<file path="src/hw/rtl/rbg_pkg.sv">
// Package: payload types, constants and the CORDIC arctangent table.
package rbg_pkg;
  localparam int CordicStagesDef = 16;
  localparam int TableLen = 24;
  localparam logic [27:0] KinvQ28 = 28'd163008219;

  typedef struct packed {
    logic        [23:0] target_range;
    logic        [15:0] target_bearing;
    logic signed [31:0] platform_x;
    logic signed [31:0] platform_y;
    logic signed [15:0] quat_w;
    logic signed [15:0] quat_x;
    logic signed [15:0] quat_y;
    logic signed [15:0] quat_z;
  } rbg_in_t;

  typedef struct packed {
    logic signed [31:0] global_x;
    logic signed [31:0] global_y;
    logic               overflowed;
  } rbg_out_t;

  function automatic logic [31:0] atan_tab(input logic [4:0] i);
    logic [31:0] r;
    begin
      case (i)
        5'd0:  r = 32'h20000000;  5'd1:  r = 32'h12E4051E;
        5'd2:  r = 32'h09FB385B;  5'd3:  r = 32'h051111D4;
        5'd4:  r = 32'h028B0D43;  5'd5:  r = 32'h0145D7E1;
        5'd6:  r = 32'h00A2F61E;  5'd7:  r = 32'h00517C55;
        5'd8:  r = 32'h0028BE53;  5'd9:  r = 32'h00145F2F;
        5'd10: r = 32'h000A2F98;  5'd11: r = 32'h000517CC;
        5'd12: r = 32'h00028BE6;  5'd13: r = 32'h000145F3;
        5'd14: r = 32'h0000A2FA;  5'd15: r = 32'h0000517D;
        5'd16: r = 32'h000028BE;  5'd17: r = 32'h0000145F;
        5'd18: r = 32'h00000A30;  5'd19: r = 32'h00000518;
        5'd20: r = 32'h0000028C;  5'd21: r = 32'h00000146;
        5'd22: r = 32'h000000A3;  5'd23: r = 32'h00000051;
        default: r = 32'h0;
      endcase
      return r;
    end
  endfunction
endpackage

</file>
<file path="src/hw/rtl/rbg_cordic_stage.sv">
// One registered CORDIC micro-rotation, vectoring or rotating mode.
module rbg_cordic_stage
  import rbg_pkg::*;
#(
  parameter int IDX = 0,
  parameter bit VECTORING = 1'b1,
  parameter int W = 56,
  parameter int SW = 64
) (
  input  logic                 clk,
  input  logic                 rst_n,
  input  logic                 adv,
  input  logic                 vld_i,
  input  logic signed [W-1:0]  x_i,
  input  logic signed [W-1:0]  y_i,
  input  logic signed [33:0]   z_i,
  input  logic [SW-1:0]        side_i,
  output logic                 vld_o,
  output logic signed [W-1:0]  x_o,
  output logic signed [W-1:0]  y_o,
  output logic signed [33:0]   z_o,
  output logic [SW-1:0]        side_o
);
  localparam logic [4:0] Idx = 5'(IDX);
  logic signed [W-1:0] xs, ys, x_nxt, y_nxt;
  logic signed [33:0] z_nxt, at;
  logic dir;
  logic vld_r;
  logic signed [W-1:0] x_r, y_r;
  logic signed [33:0] z_r;
  logic [SW-1:0] side_r;

  always_comb begin
    xs = x_i >>> IDX;
    ys = y_i >>> IDX;
    at = signed'({2'b00, atan_tab(Idx)});
    // vectoring: drive y to zero; rotating: drive z to zero
    dir = VECTORING ? !y_i[W-1] : !z_i[33];
    if (VECTORING) begin
      if (dir) begin
        x_nxt = x_i + ys; y_nxt = y_i - xs; z_nxt = z_i + at;
      end else begin
        x_nxt = x_i - ys; y_nxt = y_i + xs; z_nxt = z_i - at;
      end
    end else begin
      if (dir) begin
        x_nxt = x_i - ys; y_nxt = y_i + xs; z_nxt = z_i - at;
      end else begin
        x_nxt = x_i + ys; y_nxt = y_i - xs; z_nxt = z_i + at;
      end
    end
  end

  always_ff @(posedge clk) begin
    if (!rst_n) begin
      vld_r <= 1'b0;
    end else if (adv) begin
      vld_r <= vld_i;
    end
    if (adv) begin
      x_r <= x_nxt; y_r <= y_nxt; z_r <= z_nxt; side_r <= side_i;
    end
  end
  assign vld_o = vld_r;
  assign x_o = x_r;
  assign y_o = y_r;
  assign z_o = z_r;
  assign side_o = side_r;
endmodule

</file>
<file path="config.mk">
export PLATFORM = sky130hd
export DESIGN_NAME = rbg_cordic_stage
export DESIGN_NICKNAME = d
export VERILOG_FILES = /design/src/hw/rtl/rbg_pkg.sv /design/src/hw/rtl/rbg_cordic_stage.sv
export SDC_FILE = /design/constraint.sdc
export NUM_CORES = 1
export LEC_CHECK = 0
export ABC_AREA = 1
export BUFFER_PORTS_ARGS = -buffer_cell sky130_fd_sc_hd__buf_2
export CORE_UTILIZATION = 55
export CTS_CLUSTER_DIAMETER = 50
export DETAILED_ROUTE_END_ITERATION = 8
export GPL_ROUTABILITY_DRIVEN = 0
export PLACE_DENSITY = 0.79
export SYNTH_ARGS = -nofsm -noshare
export SYNTH_HDL_FRONTEND = slang
export SYNTH_SLANG_ARGS = --single-unit
</file>
<file path="constraint.sdc">
create_clock -name clk -period 5.21 [get_ports clk]
set_input_delay 0.7815 -clock clk [delete_from_list [all_inputs] [get_ports clk]]
set_output_delay 0.7815 -clock clk [all_outputs]
set_load 0.02 [all_outputs]
</file>
## After elaboration in Yosys (flattened, before gate mapping)

Cells that the tools add are included.

| storage, ports and cells | value |
|---|---|
| register bits after elaboration | 211 |
| latch bits | 0 |
| bits in writable memories | 0 |
| bits in read-only memories | 0 |
| input bits | 214 |
| output and inout bits | 211 |
| word-level logic and storage cells | 13 |
| memories | 0 |

| cells by class | value |
|---|---|
| $add $sub $neg | 5 |
| $mul | 0 |
| divide/modulo/power cells | 0 |
| magnitude comparators | 0 |
| equal/unequal tests | 0 |
| shift-type cells | 0 |
| muxes and demuxes | 3 |
| bitwise gates (word level) | 0 |
| reduce and logical (&&, ||, !) cells | 0 |

Operators by type and width:

| operator | count |
|---|---|
| 56-bit 2-to-1 mux | 2 |
| 56-bit subtractor | 2 |
| 56-bit adder | 1 |
| 34-bit by 31-bit adder with 34-bit output, second input constant | 1 |
| 34-bit 2-to-1 mux | 1 |
| 34-bit by 31-bit subtractor with 34-bit output, second input constant | 1 |

## Longest topological paths before layout

| depth | value |
|---|---|
| depth in word-level cells | 2 |
| gate-level depth with buffers | 17 |
| gate-level depth less buffers | 16 |

## Least setup slack after synthesis

Ideal clock, no wire load.

| timing path | value |
|---|---|
| path kind | input to register |
| start | input port x_i[0] |
| end | register x_r[48] (netlist: x_o[48]), data pin |
| library setup time | 0.254 ns |
| arrival time | 2.304 ns |
| data required time | 4.956 ns |
| path slack | 2.652 ns |
| stages on the path | 15 |
| path buffers | 0 |
| cells stage by stage | inv_1 ha_1 fa_1 inv_1 nand2_1 nand3_1 nand2_1 nand2_1 nand2_1 nand2_1 nand2_1 nand3_1 nand2_1 nand3_1 nand2_1 |

| on the way | value |
|---|---|
| longest elaborated chain between the ends | 2 |
| elaborated cells on any way between the ends | 3 |
| those cells by class | add/sub: 2; mux: 1 |

Ends and longest elaborated chain:

| item | RTL line | RTL |
|---|---|---|
| start, declared | rbg_cordic_stage.sv:14 | `input logic signed [W-1:0] x_i,` |
| 56-bit adder or 56-bit subtractor (tied branches) | - |  |
| 56-bit 2-to-1 mux * | rbg_cordic_stage.sv:40 | `if (dir) begin` |
| via x_nxt[48] | rbg_cordic_stage.sv:25 | `logic signed [W-1:0] xs, ys, x_nxt, y_nxt;` |
| end signal, assigned | rbg_cordic_stage.sv:61 | `x_r <= x_nxt; y_r <= y_nxt; z_r <= z_nxt; side_r <= side_i;` |
| end, declared | rbg_cordic_stage.sv:29 | `logic signed [W-1:0] x_r, y_r;` |

The timed path passes the listed nets; every way through them passes the cells marked *.
A chain may end at the register's enable or synchronous reset.

## Final worst setup path

Ends and elaborated chain as after synthesis.

==> metrics <==
Total Wirelength=approximately 80,000 um; Final Setup Violations=0; share of cells above drive strength 1=15.75%; post-DR vias/cell=approximately 5.4; outcome=complete, no violations; VDD IR max=between 200 and 300 uV; Fillers=roughly 3.8k; mean post-synth cell area=around 6.3 sq um; area of the core=0.03973 sq mm; Worst Skew=0 ps; CTS tree=yes; Post-DP HPWL=64,570 um; Num Clock Sinks=210; Yosys top cell by area=edfxtp_1; post-layout min period=2935 ps; Setup crit end kind=register; top cell type's share of synthesized area=between 20% and 30%; antenna viol nets, final=0; Leak=approximately 14 nW; post-CTS setup buffers=0; clock latency on the worst-skew pair=around 570 ps; hold buffer count at CTS=0; Overall Global Routing Usage=a little under two fifths; vias=approximately 24k; Ports=~430; DRC errors left=0; Slew @ Worst Pin=739.6 ps; Die Y=202.7 um; commonest non-fill, non-tap cell in the layout=nand2_1; R2R depth=2; syn nets=3,889; Final Cycle Share=56.33%; chip width=202.7 um; setup TNS=0 ps; max_cap viols=0; die footprint=0.04110 sq mm; DRT Pass-1 Iters=9; vias in the first global route=between 20k and 25k; port buffer count=424; post-CTS sizing=0; Power, Total=6.541 mW; fin nets=4,270; Slew HR=around 51%; Multi-input gate area=0.01252 sq mm; Synth Register Bits=210; initial core utilization=55.77%; Setup CP Type=primary input to register; Hold Path Depth=1; Syn-to-layout area delta=14.70%; Hold Slack=372.8 ps; Synth Instances=3,503; critical-path maximum fanout=4; Row Count=73; Final Max Tran Viols=0; post-synthesis cell area=0.02216 sq mm; count of cell types in the netlist=between 40 and 50; Worst Path Required=5530 ps; first-pass GRT wire length=about 120,000 um; H-tree Lvls=1; Final Hold Vio Count=0; Seq/Total Area, Yosys=28.41%; Remaining Overflow, GRT=0; synth top area cells=edfxtp_1 28%, nand2_1 22%, inv_1 12%; fmax=340.7 MHz; WL per Instance=approximately 18 um; CP startpoint kind=primary input; RSZ-0062 raised after global routing=false; PwrDens=257.4 mW/mm^2; most frequent cells in the layout=1,284 x nand2_1, 720 x inv_1, 422 x buf_2, 268 x nand3_1, 209 x edfxtp_1; WP data arrival=3250 ps; CTS Buf Count=28; register area=~0.0063 sq mm; pin count of the biggest net entering global routing=between 80 and 90; worst min-delay path category=primary input to register; Clock Tree Root=clkbuf_16; initial antenna violation count=4; Clock transition at path regs=70 ps; Clock Tree Buf Depth=3; Syn. warnings=0; Iter 0 DRT Violations=3,138
-- where the power goes --
part	switching, mW	internal (mW)	leakage [nW]
Clock	0.807	1.09	0.439
Combinational	1.76	0.717	11.7
Sequential	0.0592	2.11	2.05
Total	2.63	3.91	14.2
-- path summary, 6_finish.rpt --
check	from	to	slack, ps
max	x_i[0]	x_o[48]	2280
min	side_i[50]	side_o[50]	370
max reg2reg	vld_o	vld_o	4560
min reg2reg	vld_o	vld_o	550
-- critical path, cell delays in order --
cell     delay [ps]
buf_2           110
inv_1            50
ha_1            250
fa_1            520
inv_1           230
nand2_1         100
nand3_1         220
nand2_1         120
nand2_1         230
nand2_1          80
nand2_1         140
nand2_1          90
nand3_1          90
nand2_1          60
nand3_1         100
nand2_1          70
-- Yosys cell counts (all sizes together) --
cell and count:
edfxtp 209, or2 6, xnor2 1, clkinv 1, nor3 27, nor2 247, a21boi 1, xor2 42
o21ai 106, inv 749, nor4 1, a31oi 6, nand2 1306, o31ai 6, nand3 274, o22ai 8
o21bai 30, ha 168, fa 4, dfxtp 1, o21a 6, nand4 53, a21oi 160, buf 65
o211ai 6, and3 1, clkbuf 13, and2 6
-- logic make-up (layout without fill, tap and decap cells) --
| logic type | after synthesis | after routing | share of synthesized area [%] |
|---|---|---|---|
| compound gates | 329 | 329 | 8.182 |
| xor+xnor | 43 | 43 | 1.700 |
| fa+ha+maj | 172 | 172 | 9.848 |
| buf+inv | 828 | 1230 | 15.08 |
| flops | 210 | 210 | 28.41 |
| other cells | 0 | 4 | 0 |
| simple gates | 1921 | 1921 | 36.78 |
-- routing by layer --
layer / global-route usage [%] / wire [um] / up-vias
met5: 0 / 0 / -
met4: 22.45 / 5192 / 0
met3: 6.292 / 8985 / 297
met2: 58.88 / 33930 / 1473
met1: 47.70 / 29950 / 10540
li1: - / - / 11590
-- cell type report --
class,instances,share of cell area [%]
Multi-Input combinational cell,2465,49.26
Sequential cell,210,24.77
Inverter,750,11.08
Tap cell,525,2.585
Timing Repair Buffer,429,8.591
Antenna cell,4,0.03938
Clock inverter,19,0.7680
Clock buffer,32,2.900
-- sequential cells by signal (all words and copies together) (netlist names) --
signal	cells
vld_o	1
side_o	64
x_o	55
y_o	56
z_o	34
-- stage by stage --
stage / area (sq um) / utilization, % / std cells / setup WS [ps]
floorplan: 22160 / - / 3503 / 2652
CTS: 25410 / 63.94 / 4430 / 2426
detailed placement: 24470 / 61.60 / 4379 / 1834
finish: 25420 / 63.97 / 4434 / 2275
global placement: 24470 / 61.60 / 4379 / 1816
global route: 25420 / 63.97 / 4434 / 2146
Note: power is estimated with default switching activity, not from simulation.
